`src/rtl/assert_macros.svh`:
```
// Assertion macros used by the deadband controller.
`ifndef ASSERT_MACROS_SVH
`define ASSERT_MACROS_SVH
// Implication checked on every clock edge outside reset.
`define ASSERT_IMPL(label, clk, rst_n, ante, cons, msg) \
  label: assert property (@(posedge clk) disable iff (!rst_n) (ante) |-> (cons)) \
    else $error(msg);
// Next-cycle implication checked outside reset.
`define ASSERT_NEXT(label, clk, rst_n, ante, cons, msg) \
  label: assert property (@(posedge clk) disable iff (!rst_n) (ante) |=> (cons)) \
    else $error(msg);
`endif

```
`src/rtl/pwdb_pkg.sv`:
```
// Package with types, constants and helpers for the deadband block.
package pwdb_pkg;
  localparam int WidthBits   = 16;
  localparam int MaxCal      = 512;
  localparam int CalLimit    = 500;
  localparam int AddrBits    = $clog2(MaxCal);
  localparam int IdxBits     = AddrBits + 1;
  localparam int CntBits     = 9;
  localparam int SumBits     = 25;
  localparam int SqBits      = 2 * WidthBits + AddrBits;
  localparam int CfgIdxBits  = 1;
  localparam int CfgDataBits = 16;

  localparam logic [CfgIdxBits-1:0] CFG_CAL_COUNT = 1'b0;
  localparam logic [CfgIdxBits-1:0] CFG_PRESET    = 1'b1;

  typedef struct packed {
    logic [WidthBits-1:0] width;
    logic                 mode;
  } in_word_t;

  typedef struct packed {
    logic [WidthBits-1:0] held_width;
    logic [WidthBits-1:0] offset_now;
    logic                 deadband_active;
    logic                 calibration_done;
  } out_word_t;

  // Commands from the controller to the datapath.
  typedef struct packed {
    logic filter;      // apply the deadband filter to the latched word
    logic cal_append;  // store held value, bump index and sum
    logic cal_clear;   // drop a partial run
    logic mean_start;  // start sum / N
    logic sq_start;    // latch the mean, clear the square accumulator and read entry 0
    logic sq_step;     // accumulate one entry
    logic q_start;     // start square sum / N
    logic root_start;  // start offset search
    logic finish;      // load offset, enable deadband, clear run
  } dp_cmd_t;

  typedef struct packed {
    logic cal_valid;   // count register is usable
    logic run_full;    // index reached the count after append
    logic div_busy;
    logic sq_last;     // last entry being accumulated
    logic root_busy;
  } dp_stat_t;
endpackage

```
`src/rtl/pwdb_ctrl.sv`:
```
// Controller state machine sequencing filter, calibration and handshakes.
module pwdb_ctrl
  import pwdb_pkg::*;
(
  input  logic     clk,
  input  logic     rst_n,
  input  logic     in_valid,
  input  logic     in_mode,
  output logic     in_ready,
  output logic     in_load,
  output logic     out_valid,
  input  logic     out_ready,
  output logic     done_flag,
  output dp_cmd_t  cmd,
  input  dp_stat_t stat
);
  `include "assert_macros.svh"

  typedef enum logic [9:0] {
    S_IDLE   = 10'b00_0000_0001,
    S_FILT   = 10'b00_0000_0010,
    S_CAL    = 10'b00_0000_0100,
    S_MEAN   = 10'b00_0000_1000,
    S_SQINIT = 10'b00_0001_0000,
    S_SQ     = 10'b00_0010_0000,
    S_SQWAIT = 10'b00_0100_0000,
    S_QDIV   = 10'b00_1000_0000,
    S_ROOT   = 10'b01_0000_0000,
    S_OUT    = 10'b10_0000_0000
  } state_t;

  state_t     state_r, state_nxt;
  logic       mode_r;
  logic       done_r, done_nxt;
  logic [1:0] drain_r, drain_nxt;
  logic       wait_r, wait_nxt;

  assign in_ready  = (state_r == S_IDLE);
  assign in_load   = in_valid && in_ready;
  assign out_valid = (state_r == S_OUT);
  assign done_flag = done_r;

  always_comb begin
    state_nxt = state_r;
    done_nxt  = done_r;
    drain_nxt = drain_r;
    wait_nxt  = 1'b0;
    cmd       = '0;
    unique case (state_r)
      S_IDLE: begin
        if (in_load) begin
          state_nxt = S_FILT;
        end
      end
      S_FILT: begin
        cmd.filter = 1'b1;
        done_nxt   = 1'b0;
        if (mode_r && stat.cal_valid) begin
          state_nxt = S_CAL;
        end else begin
          cmd.cal_clear = 1'b1;
          state_nxt     = S_OUT;
        end
      end
      S_CAL: begin
        cmd.cal_append = 1'b1;
        if (stat.run_full) begin
          state_nxt = S_MEAN;
        end else begin
          state_nxt = S_OUT;
        end
      end
      S_MEAN: begin
        cmd.mean_start = 1'b1;
        wait_nxt       = 1'b1;
        state_nxt      = S_SQINIT;
      end
      S_SQINIT: begin
        if (!wait_r && !stat.div_busy) begin
          cmd.sq_start = 1'b1;
          state_nxt    = S_SQ;
        end
      end
      S_SQ: begin
        cmd.sq_step = 1'b1;
        if (stat.sq_last) begin
          drain_nxt = 2'd3;
          state_nxt = S_SQWAIT;
        end
      end
      S_SQWAIT: begin
        if (drain_r == 2'd0) begin
          cmd.q_start = 1'b1;
          wait_nxt    = 1'b1;
          state_nxt   = S_QDIV;
        end else begin
          drain_nxt = drain_r - 1'b1;
        end
      end
      S_QDIV: begin
        if (!wait_r && !stat.div_busy) begin
          cmd.root_start = 1'b1;
          wait_nxt       = 1'b1;
          state_nxt      = S_ROOT;
        end
      end
      S_ROOT: begin
        if (!wait_r && !stat.root_busy) begin
          cmd.finish = 1'b1;
          done_nxt   = 1'b1;
          state_nxt  = S_OUT;
        end
      end
      S_OUT: begin
        if (out_ready) begin
          state_nxt = S_IDLE;
        end
      end
      default: state_nxt = S_IDLE;
    endcase
  end

  always_ff @(posedge clk) begin
    if (!rst_n) begin
      state_r <= S_IDLE;
      done_r  <= 1'b0;
      drain_r <= '0;
      wait_r  <= 1'b0;
    end else begin
      state_r <= state_nxt;
      done_r  <= done_nxt;
      drain_r <= drain_nxt;
      wait_r  <= wait_nxt;
    end
    if (in_load) begin
      mode_r <= in_mode;
    end
  end

  `ASSERT_IMPL(a_onehot, clk, rst_n, 1'b1, $onehot(state_r), "state not one-hot")
  `ASSERT_NEXT(a_load_filt, clk, rst_n, in_load, state_r == S_FILT,
               "accepted word not filtered next")
  `ASSERT_NEXT(a_out_hold, clk, rst_n, out_valid && !out_ready, out_valid,
               "result dropped while stalled")
  `ASSERT_IMPL(a_done_out, clk, rst_n, state_r == S_IDLE && in_valid, !out_valid,
               "input taken while result pending")
endmodule
```
`config.mk`:
```
export PLATFORM = sky130hd
export DESIGN_NAME = pwdb_ctrl
export DESIGN_NICKNAME = d
export VERILOG_FILES = /design/src/rtl/pwdb_pkg.sv /design/src/rtl/pwdb_ctrl.sv
export VERILOG_INCLUDE_DIRS = /design/src /design/src/rtl
export SDC_FILE = /design/constraint.sdc
export NUM_CORES = 1
export LEC_CHECK = 0
export BUFFER_PORTS_ARGS = -buffer_cell sky130_fd_sc_hd__buf_2
export CORE_MARGIN = 3
export CORE_UTILIZATION = 52
export CTS_CLUSTER_DIAMETER = 40
export DETAILED_ROUTE_END_ITERATION = 16
export PLACE_DENSITY_LB_ADDON = 0.12
export SLEW_MARGIN = 20
export SYNTH_ARGS = -nofsm -noshare
export SYNTH_HDL_FRONTEND = slang
export SYNTH_SLANG_ARGS = --single-unit
```
`constraint.sdc`:
```
create_clock -name clk -period 2.6 [get_ports clk]
set_input_delay 0 -clock clk [delete_from_list [all_inputs] [get_ports clk]]
set_output_delay 0 -clock clk [all_outputs]
set_load 0.03 [all_outputs]
```
==> results of run 1 <==
-- flip-flops by register name (all words and copies together) (netlist names) --
name,flops
done_flag,1
drain_r,2
mode_r,1
state_r,10
wait_r,1
-- area by class of cell --
class / instances / share of cell area
Inverter: 9 / 0.0290
Timing Repair Buffer: 27 / 0.137
Clock buffer: 3 / 0.0193
Sequential cell: 15 / 0.266
Clock inverter: 1 / 0.00430
Tap cell: 24 / 0.0258
Multi-Input combinational cell: 87 / 0.518
-- cell usage after synthesis, types with 2 or more instances --
| master | number |
|---|---|
| a21oi_1 | 5 |
| a21oi_2 | 2 |
| and2_1 | 2 |
| buf_6 | 2 |
| dfxtp_1 | 14 |
| inv_1 | 8 |
| mux2i_1 | 2 |
| nand2_1 | 6 |
| nand2b_1 | 3 |
| nand3_1 | 7 |
| nor2_1 | 15 |
| nor3_1 | 6 |
| nor3b_1 | 2 |
| nor4_1 | 4 |
| o21a_1 | 2 |
| or3_1 | 2 |
| or4b_1 | 2 |
| xnor2_1 | 2 |
-- logic make-up (layout without fill, tap and decap cells) --
kind of cell,count (synthesis),in the layout
compound gates,20,20
mux,2,2
fa+ha+maj,1,1
simple gates,61,61
xor+xnor,3,3
flops,15,15
buf+inv,11,40
-- routing by layer --
layer | vias to the layer above | track usage | part of all wire
met4 | 0 | 0.0995 | 0.035
met3 | 9 | 0.0367 | 0.051
li1 | 473 | - | -
met2 | 36 | 0.346 | 0.48
met1 | 440 | 0.283 | 0.44
met5 | - | 0 | 0
-- worst max-delay path by stage --
stage,to,slack (ps),depth (start not counted),from
2_1_floorplan,state_r[0],310,7,state_r[6]
3_3_place_gp,state_r[0],590,6,state_r[7]
3_5_place_dp,state_r[0],520,6,state_r[7]
4_1_cts,cmd[2],480,6,state_r[1]
5_1_grt,cmd[2],200,6,state_r[1]
6_report,cmd[2],420,6,state_r[1]
-- stage by stage --
step | cell area [um2] | utilization | std cells | setup slack [ps]
4_1_cts | 1160 | 0.715 | 166 | 478
3_3_place_gp | 1090 | 0.667 | 157 | 586
6_report | 1160 | 0.715 | 166 | 421
5_1_grt | 1160 | 0.715 | 166 | 204
3_5_place_dp | 1090 | 0.667 | 157 | 517
2_1_floorplan | 970 | - | 113 | 315
-- report_power, final --
group	internal, mW	switching (mW)
combinational	0.0667	0.106
sequential	0.243	0.0144
clock	0.0573	0.0808
total	0.367	0.202
-- critical path, stage by stage (launching register included) --
cell and delay [ps]:
dfxtp_1 370, nor4_2 550, nand3_1 230, nor3b_2 340, nand2_1 120, inv_1 80
buf_2 190
==> impl_metrics.yaml, run 1 <==
logic_synthesis:
  avgSynthCellArea_um2: 8.58
  synth_mux_area_frac: 0.0206
  synthCells: 113
  synth_fa_ha_area_frac: 0.0129
  synth_edf_count: 1
  synthSimpleGateAreaFrac: 0.383
  ys_ff_latch: 15
  synth_nets: 124
  synth_xor_area_frac: 0.0271
  synth_flop_cell: "dfxtp_1"
  synth_compound_area_frac: 0.178
  synth_cell_type_count: 45
  synth-async-reset-ratio: 0
  yosysWarnings: 0
  synth_top_area_cell: "dfxtp_1"
  synthTopCellsByArea: "dfxtp_1 29%, nor2_1 5.8%, nand3_1 3.6%"
  yosysSeqAreaShare: 0.320
  syn_area_um2: 970
  synth_top_family_by_area: "simple AND/OR/NAND/NOR gates"
  synth_top_area_share: 0.289
placement:
  gp_congestion: 0.880
  port-buffer-count: 22
  place_hpwl_um: 1820
global_route:
  overflow: 0
  first_global_vias: 877
  grt_pass1_wl_um: 4060
  grt_max_degree: 11
  track_usage: 0.217
  antenna_found_initial: 0
power_and_ir_drop:
  power.total_mw: 0.568
  power.density_mw_per_mm2: 488
  peakVddDrop_mv: 0.350
  leakage_nw: 0.489
clocking:
  cts_tree: "yes"
  clockBufferDepth: 2
  cts_root_buf: "clkbuf_4"
  ctsHoldBuffers: 5
  cts_made_buffers: 3
  h-tree-depth: 1
  worstSkewPairLatency_ps: 290
  path_clk_slew_ps: 100
  ctsResizeCount: 0
  postCtsSetupBuffers: 0
  clock_sinks: 15
finish:
  area_growth_pct: 20.1
  n_fill_cell: 142
  seq_area_um2: 310
  layout.nets: 154
  layout.cells.most_common: "buf_2"
  multiInputGateArea_um2: 603
  num_antenna_cells: 0
  final_cell_mix: "22 x buf_2, 15 x nor2_1, 14 x dfxtp_1, 8 x inv_1, 7 x nand3_1"
  final_layout_size_suffix_gt1_frac: 0.282
critical_path:
  r2r_cells: 6
  cp-start-kind: "register"
  cp.arrival_ps: 2180
  reg2reg_from: "state_r[7]"
  critPathMaxFanout: 7
  end_kind: "output port"
  required_ps: 2600
  criticalPathCategory: "register to output port"
  reg2reg_slack_ps: 500
  worstReg2RegEnd: "state_r[0]"
floorplanning:
  die_x_um: 49.2
  core.rowCount: 14
  pin_count: 23
  dieArea_mm2: 0.00242
  coreArea_mm2: 0.00163
  initial_core_util: 0.595
  die_height_um: 49.2
timing:
  rsz0062_at_grt: "no"
  period_share: 0.838
  hold_viol: 0
  layout_min_cycle_time_ps: 2180
  skew_ps: 5.81
  maxSlewViolCount: 0
  setup_tns_ps: 0
  fmax_mhz: 459
  worstMarginPinSlew_ps: 535
  hold_ws_ps: 16.0
  relSlewSlack: 0.640
  finalSetupViolations: 0
min_path:
  worstHoldPathType: "input port to register"
  hold_path_startpoint: "out_ready"
  hold_depth: 3
  min_to: "state_r[9]"
drt:
  drt.antenna.violating_nets: 0
  dr.pass1.iters: 4
  wirelength_um: 2400
  vias: 958
  drt_iter0_drc: 46
  wl_per_cell_um: 14.5
  viasPerCell: 5.77
  drc: 0
flow_run:
  maxCapViolCount: 0
run_status:
  outcome: "finished, final reports clean"
(Power assumes the default switching activity.)
==> inputs of run 2 (changes only) <==
--- a/config.mk
+++ b/config.mk
@@ -7,8 +7,9 @@
 export NUM_CORES = 1
 export LEC_CHECK = 0
 export BUFFER_PORTS_ARGS = -buffer_cell sky130_fd_sc_hd__buf_2
+export CORE_ASPECT_RATIO = 1.5
 export CORE_MARGIN = 3
-export CORE_UTILIZATION = 52
+export CORE_UTILIZATION = 47
 export CTS_CLUSTER_DIAMETER = 40
 export DETAILED_ROUTE_END_ITERATION = 16
 export PLACE_DENSITY_LB_ADDON = 0.12
==> constraint.sdc (replaced) <==
create_clock -name clk -period 2 [get_ports clk]
set_input_delay 0 -clock clk [delete_from_list [all_inputs] [get_ports clk]]
set_output_delay 0 -clock clk [all_outputs]
set_load 0.03 [all_outputs]
==> impl_metrics.yaml, run 2 (synthesis results as in run 1) <==
run_status:
  outcome: "finished with violations"
  violations: "negative hold slack"
drt:
  wl_per_cell_um: 15.2
  wl_met3_um: 92
  drt.antenna.violating_nets: 0
  wirelength_um: 2640
  drt_iter0_drc: 12
  vias: 1020
  drc: 0
  dr.pass1.iters: 4
  routed.top_layer: "met4"
  wl_met1_um: 1010
  viasPerCell: 5.90
  wl_met2_um: 1440
critical_path:
  required_ps: 2000
  reg2reg_from: "state_r[7]"
  criticalPathCategory: "register to output port"
  critPathMaxFanout: 7
  end_kind: "output port"
  cp-start-kind: "register"
  cp.arrival_ps: 1960
  r2r_cells: 6
  critPathLaunch: "state_r[2]"
global_route:
  grt_pass1_wl_um: 4130
  overflow: 0
  grt_max_degree: 11
  track_usage: 0.211
  antenna_found_initial: 0
  first_global_vias: 963
finish:
  layout.cells.most_common: "buf_2"
  layout.nets: 164
  num_antenna_cells: 0
  largest_register_ffs: 10
  final_cells: 173
  area_growth_pct: 37.3
  largest-register: "state_r"
  final_cell_mix: "19 x buf_2, 15 x nor2_1, 10 x buf_4, 9 x dfxtp_1, 8 x inv_1"
  n_fill_cell: 168
  final_area_mm2: 0.00133
  final_layout_size_suffix_gt1_frac: 0.408
  top_regs: "state_r x10, drain_r x2"
timing:
  maxSlewViolCount: 0
  rsz0062_at_grt: "yes"
  hold_ws_ps: -4.21
  fmax_mhz: 510
  finalSetupViolations: 0
  layout_setup_ws_ps: 39.1
  period_share: 0.980
  relSlewSlack: 0.679
  skew_ps: 1.70
  layout_min_cycle_time_ps: 1960
  worstMarginPinSlew_ps: 475
  hold_viol: 1
placement:
  port-buffer-count: 22
  place_hpwl_um: 1960
  placed_area_mm2: 0.00115
  pre_cts_slack_ps: 50.4
  gp_congestion: 0.900
  place_inst: 160
clocking:
  h-tree-depth: 1
  path_clk_slew_ps: 90
  cts_root_buf: "clkbuf_4"
  cts_tree: "yes"
  clockBufferDepth: 2
  clock_sinks: 15
  worstSkewPairLatency_ps: 300
  cts_made_buffers: 3
floorplanning:
  coreArea_mm2: 0.00190
  dieArea_mm2: 0.00266
  die_x_um: 43.1
  core.rowCount: 19
  die_height_um: 61.6
  initial_core_util: 0.510
  pin_count: 23
power_and_ir_drop:
  peakVddDrop_mv: 0.573
  leakage_nw: 0.562
  power.total_mw: 0.807
  power.density_mw_per_mm2: 606
min_path:
  worstHoldPathType: "input port to register"
  hold_path_startpoint: "out_ready"
  hold_depth: 3
flow_run:
  maxCapViolCount: 0
==> run 2: final cells by class <==
type / instances / area (um2) / share of cell area
Clock inverter: 1 / 5.00 / 0.00376
Clock buffer: 3 / 22.5 / 0.0169
Inverter: 9 / 33.8 / 0.0254
Sequential cell: 15 / 317 / 0.238
Multi-Input combinational cell: 87 / 677 / 0.508
Timing Repair Buffer: 37 / 250 / 0.188
Tap cell: 21 / 26.3 / 0.0197
==> run 2: final timing paths <==
path                     end  slack [ps]
setup / recovery      cmd[6]          40
hold / removal    state_r[9]          -4
setup reg to reg  state_r[0]          80
hold reg to reg   drain_r[1]         480
==> run 2: repair_timing <==
action                                  CTS  global route
endpoints found under the setup margin    3            11
gates cloned                              0             0
buffers inserted                          0             4
hold endpoints to repair                  5             0
hold buffers                              5             0
pin swaps                                 0             6
resized for setup                         4            14
==> run 2: where the power goes <==
part	internal, mW	total, mW	switching (mW)
clock network	0.0747	0.182	0.108
registers	0.318	0.341	0.0233
logic	0.127	0.283	0.156
==> run 2: per-stage QoR <==
| step | setup TNS [ps] | utilization |
|---|---|---|
| after floorplan | -138 | - |
| after global placement | 0 | 0.607 |
| after detailed placement | 0 | 0.607 |
| after CTS | 0 | 0.655 |
| after global routing | -43.4 | 0.700 |
| final | 0 | 0.700 |
==> run 2: worst max-delay path, stage by stage, from the launching register on <==
cell and delay, ps:
dfxtp_2 370, or4b_1 550, or3_4 440, a21oi_4 140, buf_6 150
==> run 2: metal layers <==
layer / GRT usage / up-vias
met4: 0.134 / 0
li1: - / 494
met3: 0.0351 / 8
met5: 0 / -
met2: 0.381 / 24
met1: 0.226 / 494
